===== src/sv/crc32t_pkg.sv =====
// Shared types and constants of the MSB-first table-driven CRC-32 engine.
`default_nettype none

package crc32t_pkg;

	// Data path widths
	localparam int CRC_W     = 32;
	localparam int BYTE_W    = 8;
	localparam int TBL_DEPTH = 256;
	localparam int TBL_AW    = 8;
	localparam int BIT_CNT_W = 3;

	// Register map and reset values
	localparam int APB_AW                 = 3;
	localparam logic [CRC_W-1:0] POLY_RST = 32'h04C11DB7;
	localparam logic REG_POLY_SEL         = 1'b0;

	// Action codes carried on the input tuser
	localparam logic [1:0] ACT_START  = 2'd0;
	localparam logic [1:0] ACT_DATA   = 2'd1;
	localparam logic [1:0] ACT_FINISH = 2'd2;

	// Result status codes
	localparam logic STATUS_OK  = 1'b0;
	localparam logic STATUS_ERR = 1'b1;

	// Table write port driven by the builder
	typedef struct packed {
		logic              en;
		logic [TBL_AW-1:0] addr;
		logic [CRC_W-1:0]  data;
	} tbl_wr_t;

endpackage

`default_nettype wire


===== src/sv/crc32t_tbl_build.sv =====
// Byte table builder: one shared shift/xor step per cycle, eight steps per entry.
`default_nettype none

module crc32t_tbl_build (
	input  wire logic                          clk,
	input  wire logic                          arst_n,
	input  wire logic                          go,
	input  wire logic [crc32t_pkg::CRC_W-1:0]  poly,
	output crc32t_pkg::tbl_wr_t                tbl_wr,
	output logic                               done
);

	logic                                  busy_q;
	logic [crc32t_pkg::CRC_W-1:0]          poly_q;
	logic [crc32t_pkg::CRC_W-1:0]          v_q;
	logic [crc32t_pkg::TBL_AW-1:0]         idx_q;
	logic [crc32t_pkg::BIT_CNT_W-1:0]      bit_q;
	logic [crc32t_pkg::CRC_W-1:0]          step;
	logic                                  last_bit;
	logic                                  last_idx;
	logic [crc32t_pkg::TBL_AW-1:0]         idx_nxt;

	// shared unit: one polynomial division step
	always_comb begin
		step = {v_q[crc32t_pkg::CRC_W-2:0], 1'b0};
		if (v_q[crc32t_pkg::CRC_W-1]) begin
			step = step ^ poly_q;
		end
	end

	assign last_bit = (bit_q == {crc32t_pkg::BIT_CNT_W{1'b1}});
	assign last_idx = (idx_q == {crc32t_pkg::TBL_AW{1'b1}});
	assign idx_nxt  = idx_q + {{(crc32t_pkg::TBL_AW-1){1'b0}}, 1'b1};

	// entry is complete after the eighth step
	assign tbl_wr.en   = busy_q && last_bit;
	assign tbl_wr.addr = idx_q;
	assign tbl_wr.data = step;
	assign done        = busy_q && last_bit && last_idx;

	// sequencer control
	always_ff @(posedge clk or negedge arst_n) begin
		if (!arst_n) begin
			busy_q <= 1'b0;
			idx_q  <= '0;
			bit_q  <= '0;
		end else if (go) begin
			busy_q <= 1'b1;
			idx_q  <= '0;
			bit_q  <= '0;
		end else if (busy_q) begin
			bit_q <= bit_q + {{(crc32t_pkg::BIT_CNT_W-1){1'b0}}, 1'b1};
			if (last_bit) begin
				idx_q <= idx_nxt;
				if (last_idx) begin
					busy_q <= 1'b0;
				end
			end
		end
	end

	// working value and sampled polynomial
	always_ff @(posedge clk) begin
		if (go) begin
			poly_q <= poly;
			v_q    <= '0;
		end else if (busy_q) begin
			if (last_bit) begin
				v_q <= {idx_nxt, {(crc32t_pkg::CRC_W-crc32t_pkg::TBL_AW){1'b0}}};
			end else begin
				v_q <= step;
			end
		end
	end

endmodule

`default_nettype wire


===== config.mk =====
export PLATFORM = sky130hd
export DESIGN_NAME = crc32t_tbl_build
export DESIGN_NICKNAME = d
export VERILOG_FILES = /design/src/sv/crc32t_pkg.sv /design/src/sv/crc32t_tbl_build.sv
export SDC_FILE = /design/constraint.sdc
export NUM_CORES = 1
export LEC_CHECK = 0
export BUFFER_PORTS_ARGS = -buffer_cell sky130_fd_sc_hd__buf_2
export CAP_MARGIN = 30
export CORE_UTILIZATION = 45
export CTS_CLUSTER_SIZE = 14
export DETAILED_ROUTE_END_ITERATION = 8
export GPL_TIMING_DRIVEN = 0
export HOLD_SLACK_MARGIN = 0.12
export PLACE_DENSITY = 0.69
export SETUP_SLACK_MARGIN = 0.3
export SLEW_MARGIN = 5
export SYNTH_ARGS = -nofsm -noshare
export SYNTH_HDL_FRONTEND = slang
export SYNTH_SLANG_ARGS = --single-unit

===== constraint.sdc =====
create_clock -name clk -period 2.1 [get_ports clk]
set_clock_uncertainty 0.2 [all_clocks]
set_input_delay 0.315 -clock clk [delete_from_list [all_inputs] [get_ports clk]]
set_output_delay 0.315 -clock clk [all_outputs]
set_load 0.02 [all_outputs]

==> impl_metrics.toml <==
[cells_and_area]
finalNonFillerCells = 555
nFillCells = 275
antennaDiodeCount = 0
area_growth_pct = 87.7
post-route-util_pct = 87.7
fin_nets = 492
multiInputGateArea_mm2 = 0.00207
drive_above_1_share_pct = 56.4
ff_latch_area_mm2 = 0.00190

[clock_tree]
clock_latency_ps = 360
clk_pin_slew_ps = 80
cts_root_buffer = "clkbuf_8"
cts_tree = "built"
cts_buffers = 9
htree_levels = 3
clkSinkCount = 76
clock_path_buffers = 2

[routing]
first_iter_violations = 315
routed_wl_um = 12600
firstDrtPassIters = 5
post_drt_wl_per_cell_um = 22.8
vias = 3123
vias_per_cell = 5.63
ant_nets = 0
drc_errors = 0

[sta]
period_share_pct = 105
fmax_mhz = 453
finalWorstSetupSlack_ps = -109
hold_viol_final = 0
rsz0062_at_grt = "true"
slew_headroom_pct = 57.9
maxSlewViolCount = 0
period_minus_slack_ps = 2210
tightest_slew_ps = 632
setup_viol = 5

[placement]
routabilityCongestion = 0.822
io_buffers = 76
hpwl_um = 4580
dp_cells = 443

[synthesis]
synth_area_leaders = "edfxtp_1 30%, dfxtp_1 20%, xnor2_1 10%"
yosysMostFrequentCell = "nand2_1"
synthDistinctLibCells = 35
synth_fp_nets = 309
synth_seq_cells = 76
ys_warn_count = 0
synth_top_area_cell = "edfxtp_1"
netlist_area_mm2 = 0.00319
ys.flop_type = "edfxtp_1"
async_flop_share_pct = 15.8
syn_inst = 271
synth_edf_count = 32
netlist.area_leader.share_pct = 30.1
synth.avg_cell_area_um2 = 11.8
synth_top_cells_by_count = "40 x nand2_1, 38 x xnor2_1, 32 x dfxtp_1, 32 x edfxtp_1, 24 x a32o_1"
yosysSeqAreaShare_pct = 59.6

[floorplanning]
dieArea_mm2 = 0.00743
start_util_pct = 46.7
die_y_um = 86.2
die_w_um = 86.2
pin_count = 77
rows = 30
fp.coreArea_mm2 = 0.00683

[status]
violations = "setup timing"
outcome = "complete, but fails checks"

[power_and_ir_drop]
leakage_nw = 2.65
p_per_area_mw_per_mm2 = 548
ir_drop_mv = 0.536
fin_total_pwr_mw = 3.28

[setup_path]
crit_slowest_cell = "dfrtp_1"
worst-path-max-fanout = 5
arrival_ps = 2280
crit_family = "buffers and inverters"
worstSetupStartpointType = "register"
end_kind = "register"
cp_num_buf_inv = 4
max_stage_delay_ps = 410
reg2reg_slack_ps = -110
crit_type = "register to register"
crit_top_cell = "buf_4"
critPathRequiredTime_ps = 2170
path_cells = "ha_2, ha_4, buf_6, nand2_4, buf_4, buf_4, buf_4, or3_1, a21oi_1"

[grt]
grt_max_degree = 38
track_usage_pct = 25.7
grt_pass1_vias = 2819
gr-total-overflow = 0
grt_pass1_wl_um = 14200
antenna_found_initial = 0

[hold_path]
hold_class = "input pin to async pin"

[run]
maxCapViolations = 0
==> sequential cells by signal, indices dropped and copies added, names as in the netlist <==
signal	count
bit_q	3
v_q	32
idx_q	8
busy_q	1
poly_q	32
==> what timing repair did <==
action | CTS | global route
setup endpoints to repair | 60 | 69
pin swaps | 27 | 75
endpoints found under the hold margin | 44 | 0
gates resized for setup | 158 | 94
hold buffers | 33 | 0
gates cloned | 3 | 2
setup buffers | 32 | 26
==> area by class of cell <==
cell class                      count  share of cell area, %
Multi-Input combinational cell    173                   34.5
Inverter                            3                  0.230
Timing Repair Buffer              172                   24.4
Sequential cell                    76                   31.8
Tap cell                           96                   2.01
Clock buffer                       11                   2.36
Clock inverter                      5                   1.67
Buffer                             19                   3.09
==> stage by stage <==
| step | hold WS (ps) | area (um2) | worst slack [ps] | TNS (ps) |
|---|---|---|---|---|
| 5_1_grt | 199 | 5990 | -128 | -505 |
| 3_5_place_dp | 8.26 | 3710 | -47.6 | -827 |
| 4_1_cts | 185 | 5240 | 33.8 | 0 |
| 6_report | 174 | 5990 | -109 | -278 |
| 2_1_floorplan | -181 | 3210 | 273 | 0 |
| 3_3_place_gp | 7.35 | 3710 | 2.45 | 0 |
==> final timing paths <==
check,depth (start not counted),to,from
min,2,busy_q,arst_n
min reg2reg,1,v_q[9],v_q[9]
min in group clk,1,poly_q[18],go
max,9,idx_q[3],bit_q[0]
max in group asynchronous,2,idx_q[0],arst_n
max reg2reg,9,idx_q[3],bit_q[0]
==> logic make-up after synthesis <==
logic type               synth area share [%]
AND/OR/NAND/NOR                          11.8
flip-flops                               59.6
AO/OA/AOI/OAI                            11.8
XOR/XNOR                                 11.0
buffers and inverters                    3.76
multiplexers                            0.941
adder cells (fa/ha/maj)                  1.18
==> cell usage in the layout (no fill, tap or decap), types with 11 or more instances in the layout <==
| cell | synthesis | routed |
|---|---|---|
| a32o_1 | 24 | 23 |
| dfxtp_1 | 32 | 31 |
| xnor2_2 | 0 | 15 |
| nor2_1 | 12 | 11 |
| nand2_8 | 0 | 14 |
| dlygate4sd3_1 | 0 | 33 |
| buf_2 | 9 | 44 |
| nand2_4 | 0 | 19 |
| buf_4 | 5 | 64 |
| buf_6 | 1 | 37 |
| xnor2_4 | 0 | 16 |
| dfrtp_1 | 12 | 11 |
| edfxtp_1 | 32 | 32 |
==> layer usage <==
metal	vias to the layer above	part of all wire (%)	global-route usage, %
met4	0	4.2	11.5
li1	1339	-	-
met5	-	0	0
met1	1511	37	32.6
met2	225	51	42.8
met3	48	7.4	5.33
==> power by group <==
group	internal, mW	switching, mW
sequential	1.61	0.0669
clock	0.819	0.579
combinational	0.116	0.0942
total	2.54	0.740
No activity file was read; power rests on OpenSTA's default activity.
